===== src/ffsa_pkg.sv =====
// ----------------------------------------------------------------------------
// First-fit segment allocator package
// Operation and status codes, and the command and status bundles that pass
// between the controller and the datapath.
// ----------------------------------------------------------------------------
package ffsa_pkg;

    typedef enum logic [1:0] {
        FUNC_ALLOC   = 2'd0,
        FUNC_RELEASE = 2'd1,
        FUNC_MERGE   = 2'd2,
        FUNC_NONE    = 2'd3
    } t_func;

    typedef enum logic [1:0] {
        STAT_OK       = 2'd0,
        STAT_NO_FIT   = 2'd1,
        STAT_BAD_ADDR = 2'd2,
        STAT_FULL     = 2'd3
    } t_status;

    typedef struct packed {
        logic    load_req;
        logic    init_wr;
        logic    rd_shift;
        logic    idx_inc;
        logic    load_found;
        logic    wr_exact;
        logic    wr_free;
        logic    k_load;
        logic    wr_shift;
        logic    k_dec;
        logic    wr_split_hi;
        logic    wr_split_lo;
        logic    merge_step;
        logic    merge_end;
        logic    res_load;
        logic    grant;
        t_status res_status;
    } t_cmd;

    typedef struct packed {
        logic size_zero;
        logic bad_addr;
        logic scan_end;
        logic fit;
        logic exact;
        logic full;
        logic match;
        logic shift_done;
        logic out_free;
    } t_sts;

endpackage


===== src/ffsa_ram.sv =====
// ----------------------------------------------------------------------------
// Generic single-port-write, single-port-read RAM
// One write and one read per cycle; the read data is registered.
// ----------------------------------------------------------------------------
module ffsa_ram #(
    parameter int WIDTH = 8,
    parameter int DEPTH = 16
) (
    input  logic                     i_clk,
    input  logic                     i_we,
    input  logic [$clog2(DEPTH)-1:0] i_waddr,
    input  logic [WIDTH-1:0]         i_wdata,
    input  logic [$clog2(DEPTH)-1:0] i_raddr,
    output logic [WIDTH-1:0]         o_rdata
);

    logic [WIDTH-1:0] r_mem [DEPTH];
    logic [WIDTH-1:0] r_rdata;

    always_ff @(posedge i_clk) begin
        if (i_we) begin
            r_mem[i_waddr] <= i_wdata;
        end
        r_rdata <= r_mem[i_raddr];
    end

    assign o_rdata = r_rdata;

endmodule


===== src/ffsa_ctrl.sv =====
// ----------------------------------------------------------------------------
// First-fit segment allocator controller
// Sequences the table scan, the shift that opens a slot for a split, the
// merge pass and the hand-over of each result.
// ----------------------------------------------------------------------------
module ffsa_ctrl
    import ffsa_pkg::*;
(
    input  logic       i_clk,
    input  logic       i_rst_n,
    input  logic       i_in_valid,
    input  logic [1:0] i_func,
    output logic       o_in_ready,
    input  t_sts       i_sts,
    output t_cmd       o_cmd
);

    typedef enum logic [3:0] {
        S_INIT,
        S_IDLE,
        S_DISPATCH,
        S_SCAN_RD,
        S_SCAN_CHK,
        S_SHIFT_RD,
        S_SHIFT_WR,
        S_SPLIT_HI,
        S_SPLIT_LO,
        S_MERGE_RD,
        S_MERGE_CHK,
        S_MERGE_END,
        S_FINISH
    } t_state;

    t_state  r_state, n_state;
    t_func   r_func, n_func;
    t_status r_status, n_status;
    logic    r_grant, n_grant;

    always_comb begin
        n_state  = r_state;
        n_func   = r_func;
        n_status = r_status;
        n_grant  = r_grant;
        o_cmd    = '0;
        o_cmd.res_status = r_status;
        o_cmd.grant      = r_grant;
        o_in_ready = (r_state == S_IDLE);
        case (r_state)
            S_INIT: begin
                o_cmd.init_wr = 1'b1;
                n_state = S_IDLE;
            end
            S_IDLE: begin
                if (i_in_valid) begin
                    o_cmd.load_req = 1'b1;
                    n_func   = t_func'(i_func);
                    n_status = STAT_OK;
                    n_grant  = 1'b0;
                    n_state  = S_DISPATCH;
                end
            end
            S_DISPATCH: begin
                case (r_func)
                    FUNC_ALLOC: begin
                        if (i_sts.size_zero) begin
                            n_status = STAT_NO_FIT;
                            n_state  = S_FINISH;
                        end else begin
                            n_state = S_SCAN_RD;
                        end
                    end
                    FUNC_RELEASE: begin
                        if (i_sts.bad_addr) begin
                            n_status = STAT_BAD_ADDR;
                            n_state  = S_FINISH;
                        end else begin
                            n_state = S_SCAN_RD;
                        end
                    end
                    FUNC_MERGE: n_state = S_MERGE_RD;
                    default:    n_state = S_FINISH;
                endcase
            end
            S_SCAN_RD: begin
                if (i_sts.scan_end) begin
                    n_status = (r_func == FUNC_ALLOC) ? STAT_NO_FIT : STAT_OK;
                    n_state  = S_FINISH;
                end else begin
                    n_state = S_SCAN_CHK;
                end
            end
            S_SCAN_CHK: begin
                if (r_func == FUNC_ALLOC) begin
                    if (i_sts.fit) begin
                        o_cmd.load_found = 1'b1;
                        if (i_sts.exact) begin
                            o_cmd.wr_exact = 1'b1;
                            n_grant = 1'b1;
                            n_state = S_FINISH;
                        end else if (i_sts.full) begin
                            n_status = STAT_FULL;
                            n_state  = S_FINISH;
                        end else begin
                            o_cmd.k_load = 1'b1;
                            n_state = S_SHIFT_RD;
                        end
                    end else begin
                        o_cmd.idx_inc = 1'b1;
                        n_state = S_SCAN_RD;
                    end
                end else begin
                    if (i_sts.match) begin
                        o_cmd.wr_free = 1'b1;
                        n_state = S_FINISH;
                    end else begin
                        o_cmd.idx_inc = 1'b1;
                        n_state = S_SCAN_RD;
                    end
                end
            end
            S_SHIFT_RD: begin
                o_cmd.rd_shift = 1'b1;
                n_state = i_sts.shift_done ? S_SPLIT_HI : S_SHIFT_WR;
            end
            S_SHIFT_WR: begin
                o_cmd.wr_shift = 1'b1;
                o_cmd.k_dec    = 1'b1;
                n_state = S_SHIFT_RD;
            end
            S_SPLIT_HI: begin
                o_cmd.wr_split_hi = 1'b1;
                n_state = S_SPLIT_LO;
            end
            S_SPLIT_LO: begin
                o_cmd.wr_split_lo = 1'b1;
                n_grant = 1'b1;
                n_state = S_FINISH;
            end
            S_MERGE_RD: begin
                n_state = i_sts.scan_end ? S_MERGE_END : S_MERGE_CHK;
            end
            S_MERGE_CHK: begin
                o_cmd.merge_step = 1'b1;
                o_cmd.idx_inc    = 1'b1;
                n_state = S_MERGE_RD;
            end
            S_MERGE_END: begin
                o_cmd.merge_end = 1'b1;
                n_state = S_FINISH;
            end
            S_FINISH: begin
                if (i_sts.out_free) begin
                    o_cmd.res_load = 1'b1;
                    n_state = S_IDLE;
                end
            end
            default: n_state = S_INIT;
        endcase
    end

    always_ff @(posedge i_clk) begin
        if (!i_rst_n) begin
            r_state  <= S_INIT;
            r_func   <= FUNC_NONE;
            r_status <= STAT_OK;
            r_grant  <= 1'b0;
        end else begin
            r_state  <= n_state;
            r_func   <= n_func;
            r_status <= n_status;
            r_grant  <= n_grant;
        end
    end

endmodule


===== src/ffsa_dp.sv =====
// ----------------------------------------------------------------------------
// First-fit segment allocator datapath
// Holds the segment table memory, the pool size, the segment count, the scan
// and shift indexes and the result register.
// ----------------------------------------------------------------------------
module ffsa_dp
    import ffsa_pkg::*;
#(
    parameter int MAX_SEGMENTS = 64,
    parameter int ADDR_BITS    = 20
) (
    input  logic                 i_clk,
    input  logic                 i_rst_n,
    input  logic                 i_cfg_we,
    input  logic [ADDR_BITS:0]   i_cfg_wdata,
    input  logic [ADDR_BITS:0]   i_req_size,
    input  logic [ADDR_BITS-1:0] i_release_offset,
    input  logic                 i_out_ready,
    input  t_cmd                 i_cmd,
    output t_sts                 o_sts,
    output logic                 o_out_valid,
    output logic [ADDR_BITS-1:0] o_granted_offset,
    output logic [1:0]           o_status
);

    localparam int AB = ADDR_BITS;
    localparam int EW = 2 * AB + 2;
    localparam int AW = $clog2(MAX_SEGMENTS);
    localparam int CW = $clog2(MAX_SEGMENTS + 1);
    localparam logic [CW-1:0] MAX_C    = CW'(MAX_SEGMENTS);
    localparam logic [AB:0]   POOL_MAX = {1'b1, {AB{1'b0}}};

    logic [AB:0]   r_pool;
    logic [CW-1:0] r_count, r_idx, r_k, r_wr, r_pos;
    logic [EW-1:0] r_ent, r_prev;
    logic [AB:0]   r_size;
    logic [AB-1:0] r_offset;
    logic          r_out_valid;
    logic [AB-1:0] r_granted;
    logic [1:0]    r_status;

    logic [EW-1:0] rd_data, wdata;
    logic [AW-1:0] waddr, raddr;
    logic          we;
    logic [AB:0]   cfg_pool;
    logic [AB-1:0] d_start, e_start;
    logic [AB:0]   d_len, e_len;
    logic          d_free, join_seg;
    logic [CW-1:0] wr_m1, k_m1, pos_p1;

    assign d_start = rd_data[EW-1 -: AB];
    assign d_len   = rd_data[AB+1:1];
    assign d_free  = rd_data[0];
    assign e_start = r_ent[EW-1 -: AB];
    assign e_len   = r_ent[AB+1:1];
    assign wr_m1   = r_wr - CW'(1);
    assign k_m1    = r_k - CW'(1);
    assign pos_p1  = r_pos + CW'(1);
    assign join_seg = (r_wr != '0) && r_prev[0] && d_free;

    always_comb begin
        if (i_cfg_wdata == '0) begin
            cfg_pool = (AB + 1)'(1);
        end else if (i_cfg_wdata > POOL_MAX) begin
            cfg_pool = POOL_MAX;
        end else begin
            cfg_pool = i_cfg_wdata;
        end
    end

    always_comb begin
        we    = 1'b0;
        waddr = '0;
        wdata = '0;
        if (i_cfg_we) begin
            we    = 1'b1;
            wdata = {{AB{1'b0}}, cfg_pool, 1'b1};
        end else if (i_cmd.init_wr) begin
            we    = 1'b1;
            wdata = {{AB{1'b0}}, r_pool, 1'b1};
        end else if (i_cmd.wr_exact || i_cmd.wr_free) begin
            we    = 1'b1;
            waddr = r_idx[AW-1:0];
            wdata = {d_start, d_len, i_cmd.wr_free};
        end else if (i_cmd.wr_shift) begin
            we    = 1'b1;
            waddr = r_k[AW-1:0];
            wdata = rd_data;
        end else if (i_cmd.wr_split_hi) begin
            we    = 1'b1;
            waddr = pos_p1[AW-1:0];
            wdata = {e_start + r_size[AB-1:0], e_len - r_size, 1'b1};
        end else if (i_cmd.wr_split_lo) begin
            we    = 1'b1;
            waddr = r_pos[AW-1:0];
            wdata = {e_start, r_size, 1'b0};
        end else if ((i_cmd.merge_step && !join_seg && r_wr != '0) || i_cmd.merge_end) begin
            we    = 1'b1;
            waddr = wr_m1[AW-1:0];
            wdata = r_prev;
        end
    end

    assign raddr = i_cmd.rd_shift ? k_m1[AW-1:0] : r_idx[AW-1:0];

    ffsa_ram #(
        .WIDTH (EW),
        .DEPTH (MAX_SEGMENTS)
    ) u_table (
        .i_clk   (i_clk),
        .i_we    (we),
        .i_waddr (waddr),
        .i_wdata (wdata),
        .i_raddr (raddr),
        .o_rdata (rd_data)
    );

    always_comb begin
        o_sts.size_zero  = (r_size == '0);
        o_sts.bad_addr   = ({1'b0, r_offset} >= r_pool);
        o_sts.scan_end   = (r_idx >= r_count);
        o_sts.fit        = d_free && (d_len >= r_size);
        o_sts.exact      = (d_len == r_size);
        o_sts.full       = (r_count == MAX_C);
        o_sts.match      = (d_start == r_offset);
        o_sts.shift_done = ({1'b0, r_k} <= ({1'b0, r_pos} + (CW + 1)'(1)));
        o_sts.out_free   = !r_out_valid || i_out_ready;
    end

    always_ff @(posedge i_clk) begin
        if (!i_rst_n) begin
            r_pool      <= POOL_MAX;
            r_count     <= CW'(1);
            r_out_valid <= 1'b0;
        end else begin
            if (i_cfg_we) begin
                r_pool  <= cfg_pool;
                r_count <= CW'(1);
            end else if (i_cmd.init_wr) begin
                r_count <= CW'(1);
            end else if (i_cmd.wr_split_lo) begin
                r_count <= r_count + CW'(1);
            end else if (i_cmd.merge_end) begin
                r_count <= r_wr;
            end
            if (i_cmd.res_load) begin
                r_out_valid <= 1'b1;
            end else if (i_out_ready) begin
                r_out_valid <= 1'b0;
            end
        end
    end

    always_ff @(posedge i_clk) begin
        if (i_cmd.load_req) begin
            r_size   <= i_req_size;
            r_offset <= i_release_offset;
            r_idx    <= '0;
            r_wr     <= '0;
        end else if (i_cmd.idx_inc) begin
            r_idx <= r_idx + CW'(1);
        end
        if (i_cmd.load_found) begin
            r_ent <= rd_data;
            r_pos <= r_idx;
        end
        if (i_cmd.k_load) begin
            r_k <= r_count;
        end else if (i_cmd.k_dec) begin
            r_k <= k_m1;
        end
        if (i_cmd.merge_step) begin
            if (join_seg) begin
                r_prev[AB+1:1] <= r_prev[AB+1:1] + d_len;
            end else begin
                r_prev <= rd_data;
                r_wr   <= r_wr + CW'(1);
            end
        end
        if (i_cmd.res_load) begin
            r_status  <= i_cmd.res_status;
            r_granted <= i_cmd.grant ? e_start : '0;
        end
    end

    assign o_out_valid      = r_out_valid;
    assign o_granted_offset = r_granted;
    assign o_status         = r_status;

endmodule


===== src/first_fit_segment_allocator.sv =====
// ----------------------------------------------------------------------------
// First-fit segment allocator
// Keeps an ordered table of segments over a pool and serves allocate,
// release and merge requests, one result per request.
// ----------------------------------------------------------------------------
// Requests are served one at a time from a table held in a single RAM with
// one read and one write port. After reset the block writes the initial
// segment before it takes a request. An allocate or a release scans the
// table one segment at a time (read, then check); an allocate that splits a
// segment then moves every later entry up by one, with a read and a write
// for each entry. A merge visits every segment, with a read and a check for
// each. The scan and the shift together cover the table once. A result
// waits in an output register, and the next request is taken once it has
// been handed over to that register. Writing the pool size puts the table
// back to one free segment at once.
module first_fit_segment_allocator
    import ffsa_pkg::*;
#(
    parameter int MAX_SEGMENTS = 64,
    parameter int ADDR_BITS    = 20
) (
    input  logic                 i_clk,
    input  logic                 i_rst_n,
    input  logic                 i_cfg_we,
    input  logic [ADDR_BITS:0]   i_cfg_wdata,
    input  logic                 i_in_valid,
    output logic                 o_in_ready,
    input  logic [1:0]           i_func,
    input  logic [ADDR_BITS:0]   i_req_size,
    input  logic [ADDR_BITS-1:0] i_release_offset,
    output logic                 o_out_valid,
    input  logic                 i_out_ready,
    output logic [ADDR_BITS-1:0] o_granted_offset,
    output logic [1:0]           o_status
);

    t_cmd cmd;
    t_sts sts;

    ffsa_ctrl u_ctrl (
        .i_clk      (i_clk),
        .i_rst_n    (i_rst_n),
        .i_in_valid (i_in_valid),
        .i_func     (i_func),
        .o_in_ready (o_in_ready),
        .i_sts      (sts),
        .o_cmd      (cmd)
    );

    ffsa_dp #(
        .MAX_SEGMENTS (MAX_SEGMENTS),
        .ADDR_BITS    (ADDR_BITS)
    ) u_dp (
        .i_clk            (i_clk),
        .i_rst_n          (i_rst_n),
        .i_cfg_we         (i_cfg_we),
        .i_cfg_wdata      (i_cfg_wdata),
        .i_req_size       (i_req_size),
        .i_release_offset (i_release_offset),
        .i_out_ready      (i_out_ready),
        .i_cmd            (cmd),
        .o_sts            (sts),
        .o_out_valid      (o_out_valid),
        .o_granted_offset (o_granted_offset),
        .o_status         (o_status)
    );

`ifndef NO_ASSERTIONS
    a_busy_after_accept: assert property (@(posedge i_clk) disable iff (!i_rst_n)
        i_in_valid && o_in_ready |=> !o_in_ready)
        else $error("request taken while the previous one is still in work");

    a_result_shown: assert property (@(posedge i_clk) disable iff (!i_rst_n)
        cmd.res_load |=> o_out_valid)
        else $error("loaded result is not presented");

    a_one_table_write: assert property (@(posedge i_clk) disable iff (!i_rst_n)
        $onehot0({cmd.init_wr, cmd.wr_exact, cmd.wr_free, cmd.wr_shift,
                  cmd.wr_split_hi, cmd.wr_split_lo, cmd.merge_end}))
        else $error("more than one table write requested in a cycle");
`endif

endmodule

===== config.mk =====
export PLATFORM = sky130hd
export DESIGN_NAME = first_fit_segment_allocator
export DESIGN_NICKNAME = d
export VERILOG_FILES = /design/src/ffsa_pkg.sv /design/src/ffsa_ram.sv /design/src/ffsa_ctrl.sv /design/src/ffsa_dp.sv /design/src/first_fit_segment_allocator.sv
export SDC_FILE = /design/constraint.sdc
export NUM_CORES = 2
export LEC_CHECK = 0
export ABC_AREA = 1
export BUFFER_PORTS_ARGS = -buffer_cell sky130_fd_sc_hd__buf_2
export CORE_ASPECT_RATIO = 0.8
export CORE_UTILIZATION = 30
export CTS_BUF_LIST = sky130_fd_sc_hd__clkbuf_16
export DETAILED_ROUTE_END_ITERATION = 6
export SLEW_MARGIN = 20
export SYNTH_ARGS = -nofsm -noshare
export SYNTH_HDL_FRONTEND = slang
export SYNTH_SLANG_ARGS = --single-unit

===== constraint.sdc =====
create_clock -name i_clk -period 4.5 [get_ports i_clk]
set_input_delay 0.45 -clock i_clk [delete_from_list [all_inputs] [get_ports i_clk]]
set_output_delay 0.45 -clock i_clk [all_outputs]
set_load 0.02 [all_outputs]

==> Yosys cells after proc, flatten, opt, wreduce, memory -nomap -nowiden <==
Memories as Yosys holds them, arrays and structs flattened. A register that Yosys moved wholly into a read port is not among the register bits.
Index checks and enable logic that the tools add are counted.
{ "word_totals": {"reg_bits": 213, "mem_bits_rw": 2688, "in_bits": 69, "out_inout_bits": 24, "word_cells": 182, "n_memories": 1} }
{ "op_classes": {"n_addsub": 10, "n_lt_le_gt_ge": 5, "eq_ne": 28, "n_mux": 91, "bitwise_logic": 2, "n_reduce_logical": 27} }
{ "memory_table": {"columns": ["name", "words", "width", "read_ports", "rd_clocked_by_memory_dff", "write_ports", "line_no", "text"], "rows": [
  ["u_dp.u_table.r_mem", 64, 42, 1, 1, 1, "ffsa_ram.sv:17", "logic [WIDTH-1:0] r_mem [DEPTH];"]
]} }
{ "ops": {"columns": ["op", "n"], "rows": [
  ["2-to-1 mux 42 bit", 7],
  ["2-to-1 mux 21 bit", 3],
  ["2-to-1 mux 7 bit", 7],
  ["2-to-1 mux 6 bit", 8],
  ["one-hot mux 4 bit (12 select lines)", 1],
  ["2-to-1 mux 4 bit", 11],
  ["logical NOT 21 bit", 2],
  ["2-to-1 mux 1 bit", 38],
  ["2-to-1 mux 2 bit", 11],
  ["adder 21 bit", 1],
  ["adder 7 x 1 -> 7 bit (second input constant)", 3],
  ["== test 21 bit", 1],
  [">= comparator 20 x 21 -> 1 bit", 1],
  [">= comparator 21 bit", 1],
  ["> comparator 21 bit (second input constant)", 1],
  ["subtractor 21 bit", 1],
  ["adder 20 bit", 1],
  ["== test 20 bit", 1],
  ["== test 4 bit (second input constant)", 5],
  ["== test 4 x 3 -> 1 bit (second input constant)", 4],
  ["!= test 2 bit (second input constant)", 6],
  ["one-hot mux 4 bit (3 select lines)", 1],
  ["AND reduction 10 bit", 1],
  ["adder 7 x 1 -> 8 bit (second input constant)", 1],
  ["31 further kinds", 46]
]} }

==> Longest topological paths before layout <==
{ "logic_depth": {"depth_word": 16, "depth_mapped": 17, "mapped_depth_nobuf": 17} }

==> Modules after synthesis <==
Synthesis repeated with hierarchy kept, for this count alone.
{ "unflattened": {"cells_unflattened": 11057, "area_unflattened_um2": 125285.2} }
{ "modules_own_cells": {"columns": ["mod", "n_inst", "cells_each", "area_each_um2", "seq_area_each_um2"], "rows": [
  ["ffsa_ram", 1, 8861, 109253.5, 81558.2],
  ["ffsa_dp", 1, 2055, 15232.1, 5665.4],
  ["ffsa_ctrl", 1, 141, 799.5, 180.2]
]} }

==> Worst setup path after synthesis <==
No wires, ideal clock.
{ "synth_path": {"path_kind": "flip-flop to flip-flop", "start": "reg u_ctrl.r_state[1]", "end": "mem u_dp.u_table.r_mem[4][0] (netlist name), enable pin", "setup_time_ns": 0.442, "arrival_time_ns": 4.061, "t_required_ns": 4.058, "path_slack_ns": -0.002, "path_stages_with_launch": 13, "path_buffers": 0, "period_less_slack_ns": 4.502, "path_cell_list": "dfxtp_1 > nand2_1 > nor2_2 > nand3_1 > nand2_1 > inv_1 > o21ai_1 > nor2_1 > nand2_1 > nand2_1 > inv_2 > nand3_1 > nor2_1"} }
{ "synth_via": {"elab_chain_len": 14, "word_cells_on_any_way": 34, "classes_between": "eq/ne: 6; mux: 23; reduce/logical: 5"} }
{ "synth_rtl": {"columns": ["item", "line_no", "text"], "rows": [
  ["from (decl)", "ffsa_ctrl.sv:34", "t_state r_state, n_state;"],
  ["from (signal assigned)", "ffsa_ctrl.sv:168", "r_state <= n_state;"],
  ["== test 4 bit", "ffsa_ctrl.sv:48", "case (r_state)"],
  ["2-to-1 mux 1 bit", "ffsa_ctrl.sv:48", null],
  ["logical AND 1 bit (2 in series)", "ffsa_dp.sv:97", "end else if ((i_cmd.merge_step && !join_seg && r_wr != '0) || i_cmd.merge_end) begin"],
  ["logical OR 1 bit", "ffsa_dp.sv:97", null],
  ["2-to-1 mux 1 bit", "ffsa_dp.sv:97", null],
  ["2-to-1 mux 1 bit", "ffsa_dp.sv:93", "end else if (i_cmd.wr_split_lo) begin"],
  ["2-to-1 mux 1 bit", "ffsa_dp.sv:89", "end else if (i_cmd.wr_split_hi) begin"],
  ["2-to-1 mux 1 bit", "ffsa_dp.sv:85", "end else if (i_cmd.wr_shift) begin"],
  ["2-to-1 mux 1 bit", "ffsa_dp.sv:81", "end else if (i_cmd.wr_exact || i_cmd.wr_free) begin"],
  ["2-to-1 mux 1 bit", "ffsa_dp.sv:78", "end else if (i_cmd.init_wr) begin"],
  ["2-to-1 mux 1 bit", "ffsa_dp.sv:75", "if (i_cfg_we) begin"],
  ["2-to-1 mux 1 bit", "ffsa_ram.sv:21", "if (i_we) begin"],
  ["2-to-1 mux 1 bit (not written as such)", "ffsa_ram.sv:22", "r_mem[i_waddr] <= i_wdata;"],
  ["to (decl)", "ffsa_ram.sv:17", null]
]} }
Parallel ways exist; a longest one is shown, timed or not.

==> Final worst setup path <==
{ "layout_path": {"start": "reg u_dp.r_size[20]", "end": "mem u_dp.u_table.r_mem[19][14] (netlist name), data pin"} }
{ "layout_via": {"elab_chain_len": 9, "word_cells_on_any_way": 11, "classes_between": "order compare: 1; eq/ne: 1; mux: 7; reduce/logical: 2"} }
{ "layout_rtl": {"columns": ["item", "line_no", "text"], "rows": [
  ["from (decl)", "ffsa_dp.sv:36", "logic [AB:0] r_size;"],
  ["from (signal assigned)", "ffsa_dp.sv:156", "r_size <= i_req_size;"],
  [">= comparator 21 bit or == test 21 bit (tied branches)", "ffsa_dp.sv:122, ffsa_dp.sv:123", null],
  ["logical AND 1 bit or 2-to-1 mux 1 bit (tied branches)", "ffsa_dp.sv:122, ffsa_ctrl.sv:96", null],
  ["2-to-1 mux 2 bit (*)", "ffsa_ctrl.sv:94", "if (i_sts.fit) begin"],
  ["2-to-1 mux 2 bit (*)", "ffsa_ctrl.sv:93", "if (r_func == FUNC_ALLOC) begin"],
  ["2-to-1 mux 4 bit (*)", "ffsa_ctrl.sv:48", null],
  ["logical OR 1 bit (*)", "ffsa_dp.sv:81", null],
  ["2-to-1 mux 42 bit (*)", "ffsa_dp.sv:81", null],
  ["2-to-1 mux 42 bit (*)", "ffsa_dp.sv:78", null],
  ["2-to-1 mux 42 bit (*)", "ffsa_dp.sv:75", null],
  ["via u_dp.u_table.i_wdata[14]", "ffsa_ram.sv:12", "input logic [WIDTH-1:0] i_wdata,"]
]} }
Mark *: on every way through the listed nets, which the timed path passes. The rest lies on a longest branch.

==> tab_implementation.tex <==
\begin{tabular}{lr}
\hline
Metric & Value \\
\hline
\multicolumn{2}{l}{\textbf{Yosys}} \\
\quad Average cell area after synthesis & 11.3 µm² \\
\quad Cell accounting for the most synthesized area & sky130\_fd\_sc\_hd\_\_edfxtp\_1 \\
\quad Number of warnings printed during yosys synthesis & 0 \\
\quad Portion of netlist area occupied by mux cells & 0\% \\
\quad Area share of and/or/nand/nor cells after synthesis & between 10\% and 20\% \\
\quad Most area-consuming cells after synthesis & sky130\_fd\_sc\_hd\_\_edfxtp\_1, sky130\_fd\_sc\_hd\_\_nand2\_1, sky130\_fd\_sc\_hd\_\_nand3\_1, sky130\_fd\_sc\_hd\_\_o21ai\_0, sky130\_fd\_sc\_hd\_\_inv\_1 \\
\quad Fraction of registers with async set/reset & 0\% \\
\quad Post-Synthesis Net Count & 11200 \\
\quad Post-Syn Instances & roughly 11000 \\
\quad Area share of the largest cell type after synthesis & about two thirds \\
\quad Commonest cells in the synthesized netlist & sky130\_fd\_sc\_hd\_\_nand2\_1, sky130\_fd\_sc\_hd\_\_edfxtp\_1, sky130\_fd\_sc\_hd\_\_nand3\_1, sky130\_fd\_sc\_hd\_\_inv\_1, sky130\_fd\_sc\_hd\_\_o21ai\_0 \\
\quad Combinational family with the most area after synthesis & simple AND/OR/NAND/NOR gates \\
\quad Distinct cells, synth & 51 \\
\quad Synthesized cell area & around 0.12 mm² \\
\quad \#FFs+latches synth & approximately 3000 \\
\quad Post-synth EDFFs & 2848 \\
\quad Count leader, synth & sky130\_fd\_sc\_hd\_\_nand2\_1 \\
\quad Sequential element share of the synthesized area & between 60\% and 70\% \\
\quad Post-synth top flop & sky130\_fd\_sc\_hd\_\_edfxtp\_1 \\
\quad Xor/xnor share of the synthesized area & less than 1\% \\
\quad Compound-cell area share of the yosys netlist & 5.02\% \\
\quad Post-synthesis share of cell area spent on full adders, half adders and majority gates & 1.26\% \\
\multicolumn{2}{l}{\textbf{Final layout}} \\
\quad Syn-to-layout area delta & 16.4\% \\
\quad Fin nets & about 11000 \\
\quad Fraction of final layout cells sized beyond drive strength 1 & 9.99\% \\
\quad Fin area & $\sim$0.15 mm² \\
\quad Fill cell instance count of the final layout & 40500 \\
\quad Multi-input logic area & 0.0336 mm² \\
\quad Register area & 0.0874 mm² \\
\multicolumn{2}{l}{\textbf{Routing}} \\
\quad Remaining routing DRC violations & 0 \\
\quad First drt pass iteration count & 6 \\
\quad Per-cell routed wire length & roughly 24 µm \\
\quad Routed via count divided by cell count & roughly 5.2 \\
\quad Antenna-violating nets left & 0 \\
\quad Total routed wirelength & 413 mm \\
\quad Drt initial violations & around 12000 \\
\quad Via count & 88400 \\
\multicolumn{2}{l}{\textbf{Placed design}} \\
\quad Instance area after placement & 0.136 mm² \\
\quad Detailed-placement wirelength estimate & about 250 mm \\
\quad Port bufs & $\sim$90 \\
\quad Final weighted congestion in routability-driven placement & 0.926 \\
\multicolumn{2}{l}{\textbf{STA}} \\
\quad Slew HR & 20.0\% \\
\quad Post-route clock period utilization & 100\% \\
\quad Transition time at the pin with the least slew margin & between 1000 and 1500 ps \\
\quad Number of endpoints with negative hold slack in the final report & 0 \\
\quad Total count of max-transition violations in the final report & 0 \\
\quad RSZ-0062 raised after global routing & false \\
\quad Final worst clock skew & 82.7 ps \\
\quad Highest achievable clock rate & around 220 MHz \\
\quad Post-route worst setup slack & -2.71 ps \\
\quad Time the final worst path needs with I/O delays and setup & $\sim$4500 ps \\
\quad Final setup violation count & 8 \\
\multicolumn{2}{l}{\textbf{Critical path}} \\
\quad Combined buffer and inverter count along the critical path & 4 \\
\quad Worst Setup Path Type & reg2reg \\
\quad Critical path launch point type & register \\
\quad Worst path top cell family by delay & simple AND/OR/NAND/NOR gates \\
\quad R2R setup slack & -3 ps \\
\quad Required time at the worst-slack endpoint & a little under 5000 ps \\
\quad Crit-path max cell delay & between 400 and 500 ps \\
\quad Worst reg2reg endpoint & u\_dp.u\_table.r\_mem[19][14] \\
\quad Setup crit end kind & register \\
\quad Slowest CP cell & sky130\_fd\_sc\_hd\_\_nor2\_1 \\
\quad Number of cell instances on the worst register-to-register path & 14 \\
\quad Largest fanout on the critical path & 64 \\
\quad Crit-path most repeated cell & sky130\_fd\_sc\_hd\_\_buf\_4 \\
\quad Cell breakdown of the critical path & inv\_1 > ha\_1 > nand2\_1 > nor2\_1 > nand2\_1 > nor2\_1 > buf\_4 > nand3\_1 > nand3\_2 > buf\_4 > a21oi\_1 > o21ai\_0 > nand3\_2 > buf\_4 \\
\quad Worst Path Arrival & 4980 ps \\
\quad FF-to-FF Start & u\_dp.r\_size[20] \\
\multicolumn{2}{l}{\textbf{Power}} \\
\quad Cell internal pwr & $\sim$55 mW \\
\quad PD cells & roughly 630 mW/mm² \\
\quad Total power of the final layout & 91.9 mW \\
\quad Maximum resistive drop on vdd & about 0.55 mV \\
\quad Sequential Power Share & a little over a third \\
\quad Logic pwr share & roughly two fifths \\
\quad Sw Pwr & about 37 mW \\
\quad Switching Fraction & between 30\% and 40\% \\
\quad Clk network pwr share & between 20 and 30\% \\
\quad Leak Pwr & 53.2 nW \\
\multicolumn{2}{l}{\textbf{Floorplan}} \\
\quad Area of the core region & between 0.4 and 0.5 mm² \\
\quad Initial standard-cell utilization of the core & about 30\% \\
\quad Boundary Pins & 93 \\
\quad Die height & between 500 and 600 µm \\
\quad Die Wd & between 700 and 800 µm \\
\quad Placement Rows & 211 \\
\quad Total die area & approximately 0.42 mm² \\
\multicolumn{2}{l}{\textbf{Global routing}} \\
\quad Overflow left after global routing & 0 \\
\quad Number of antenna violations at the first check in global routing & 24 \\
\quad Maximum number of pins on one net before global-route repair & 95 \\
\quad Wire length of the first global-routing pass & slightly below 600 mm \\
\quad Vias in the first global route & roughly 80000 \\
\quad GRT Total Usage & roughly a fifth \\
\multicolumn{2}{l}{\textbf{Clock network}} \\
\quad Reg clk slew, reported paths & $\sim$60 ps \\
\quad Clk\_lat worst skew & 930 ps \\
\quad Master cell of the clock root buffer & sky130\_fd\_sc\_hd\_\_clkbuf\_16 \\
\quad Clock Sinks & between 2000 and 3000 \\
\quad Clock tree buffer depth & 4 \\
\quad Htree depth & 5 \\
\quad Total clock buffers created by CTS & roughly 290 \\
\quad Clock tree from TritonCTS & yes \\
\multicolumn{2}{l}{\textbf{Run status}} \\
\quad Violations in the final reports & setup timing \\
\quad Result of the run & finished with violations \\
\multicolumn{2}{l}{\textbf{Min path}} \\
\quad Hold Path Depth & 4 \\
\quad Hold WC Path Type & in2reg \\
\quad Min-delay src & i\_cfg\_wdata[0] \\
\quad Endpoint of the worst hold path & u\_dp.r\_pool[0] \\
\multicolumn{2}{l}{\textbf{Flow run}} \\
\quad Max cap viols & 0 \\
\hline
\end{tabular}
worst max-delay path by stage:
stage,depth (start not counted),slack (ps),endpoint,start
2_1_floorplan,12,-2,u_dp.u_table.r_mem[4][0],u_ctrl.r_state[1]
3_3_place_gp,17,50,u_dp.u_table.r_mem[15][21],u_dp.r_size[20]
3_5_place_dp,14,250,u_dp.u_table.r_mem[44][21],u_dp.r_size[20]
4_1_cts,14,190,u_dp.u_table.r_mem[53][21],u_dp.r_size[20]
5_1_grt,14,20,u_dp.u_table.r_mem[15][14],u_dp.r_size[20]
6_report,14,-3,u_dp.u_table.r_mem[19][14],u_dp.r_size[20]
cells by family after synthesis:
logic type               count (synthesis)
AND/OR/NAND/NOR                       5696
buffers and inverters                 1160
flip-flops                            2942
adder cells (fa/ha/maj)                124
AO/OA/AOI/OAI                         1070
XOR/XNOR                                49
state kept, by name (all words and copies together), names as in the netlist, 20 cells and up:
name / cells
u_dp.r_prev: 42
u_dp.r_offset: 20
u_dp.r_pool: 21
u_dp.r_ent: 41
u_dp.u_table.o_rdata: 42
u_dp.u_table.r_mem: 2688
u_dp.o_granted_offset: 20
u_dp.r_size: 21
cells in the final DEF (no fill, tap or decap), types with 8 or more instances in the layout:
master	netlist	routed
sky130_fd_sc_hd__dlygate4sd3_1	0	65
sky130_fd_sc_hd__clkinv_2	0	47
sky130_fd_sc_hd__a21o_1	12	12
sky130_fd_sc_hd__or2_2	95	95
sky130_fd_sc_hd__xor2_1	34	34
sky130_fd_sc_hd__nand3_1	1863	1858
sky130_fd_sc_hd__or2_1	116	116
sky130_fd_sc_hd__o21ai_1	116	112
sky130_fd_sc_hd__o21ai_0	435	435
sky130_fd_sc_hd__xnor2_1	15	15
sky130_fd_sc_hd__edfxtp_1	2848	2848
sky130_fd_sc_hd__a21oi_1	166	152
sky130_fd_sc_hd__buf_12	0	165
sky130_fd_sc_hd__ha_1	121	121
sky130_fd_sc_hd__nand2_2	3	8
sky130_fd_sc_hd__inv_2	12	18
sky130_fd_sc_hd__nor3_1	23	23
sky130_fd_sc_hd__nand2_1	3231	3224
sky130_fd_sc_hd__o211ai_1	259	259
sky130_fd_sc_hd__nor2_1	296	224
sky130_fd_sc_hd__bufinv_16	0	19
sky130_fd_sc_hd__a21oi_4	0	13
sky130_fd_sc_hd__diode_2	0	15
sky130_fd_sc_hd__buf_4	8	275
sky130_fd_sc_hd__inv_1	520	577
sky130_fd_sc_hd__nand4_1	44	44
sky130_fd_sc_hd__clkinv_1	2	50
sky130_fd_sc_hd__nor2_4	0	72
sky130_fd_sc_hd__nor4_1	9	9
sky130_fd_sc_hd__a221oi_1	12	12
sky130_fd_sc_hd__dfxtp_1	94	94
sky130_fd_sc_hd__clkbuf_16	0	293
sky130_fd_sc_hd__buf_2	287	92
sky130_fd_sc_hd__a22oi_1	22	22
what timing repair did:
action / CTS / global route
hold buffers: 65 / 0
resized for setup: 0 / 1
setup buffers: 0 / 0
setup endpoints to repair: 0 / 64
hold endpoints to repair: 69 / 0
metal layers:
layer	vias to the layer above	global-route usage, %	share of wire [%]
li1	39400	-	-
met1	43700	27.9	43
met2	4665	27.7	43
met3	654	4.79	12
met4	4	5.60	3.1
met5	-	0	0.0070
cell type report:
cell class	instances	area share, %
clock inverter	204	1.02
clock buffer	293	5.05
timing repair buffer	598	4.48
tap	5538	4.77
inverter	534	1.40
sequential	2942	60.1
antenna	15	0.0258
multi-input combinational	6940	23.1
worst register-to-register path, cell delays in order (launching register included):
cell and delay, ps:
sky130_fd_sc_hd__edfxtp_1 390, sky130_fd_sc_hd__inv_1 130, sky130_fd_sc_hd__ha_1 340, sky130_fd_sc_hd__nand2_1 80
sky130_fd_sc_hd__nor2_1 350, sky130_fd_sc_hd__nand2_1 110, sky130_fd_sc_hd__nor2_1 490, sky130_fd_sc_hd__buf_4 230
sky130_fd_sc_hd__nand3_1 140, sky130_fd_sc_hd__nand3_2 180, sky130_fd_sc_hd__buf_4 480, sky130_fd_sc_hd__a21oi_1 160
sky130_fd_sc_hd__o21ai_0 290, sky130_fd_sc_hd__nand3_2 220, sky130_fd_sc_hd__buf_4 430
power by group through the flow:
stage | Sequential, mW | Combinational (mW) | Clock (mW)
CTS | 33.3 | 34.6 | 23.8
detailed placement | 33.9 | 34.4 | 0
global placement | 33.9 | 34.4 | 0
floorplan | 33.7 | 19.4 | 0
finish | 33.4 | 35.0 | 23.5
global route | 33.4 | 37.6 | 24.7
per-stage QoR:
stage                     utilization (%)  setup TNS (ps)  hold WS [ps]  setup WS [ps]  instances
after detailed placement             32.8               0           451            250      16500
after global routing                 35.1               0          58.8           15.4      17000
final                                35.1           -13.6          72.8          -2.71      17100
after floorplan                         -            -670           408          -2.40      11000
after global placement               32.8               0           448           54.6      16500
after CTS                            35.1               0          16.1            194      17000
Power figures use the tool's default switching activity.
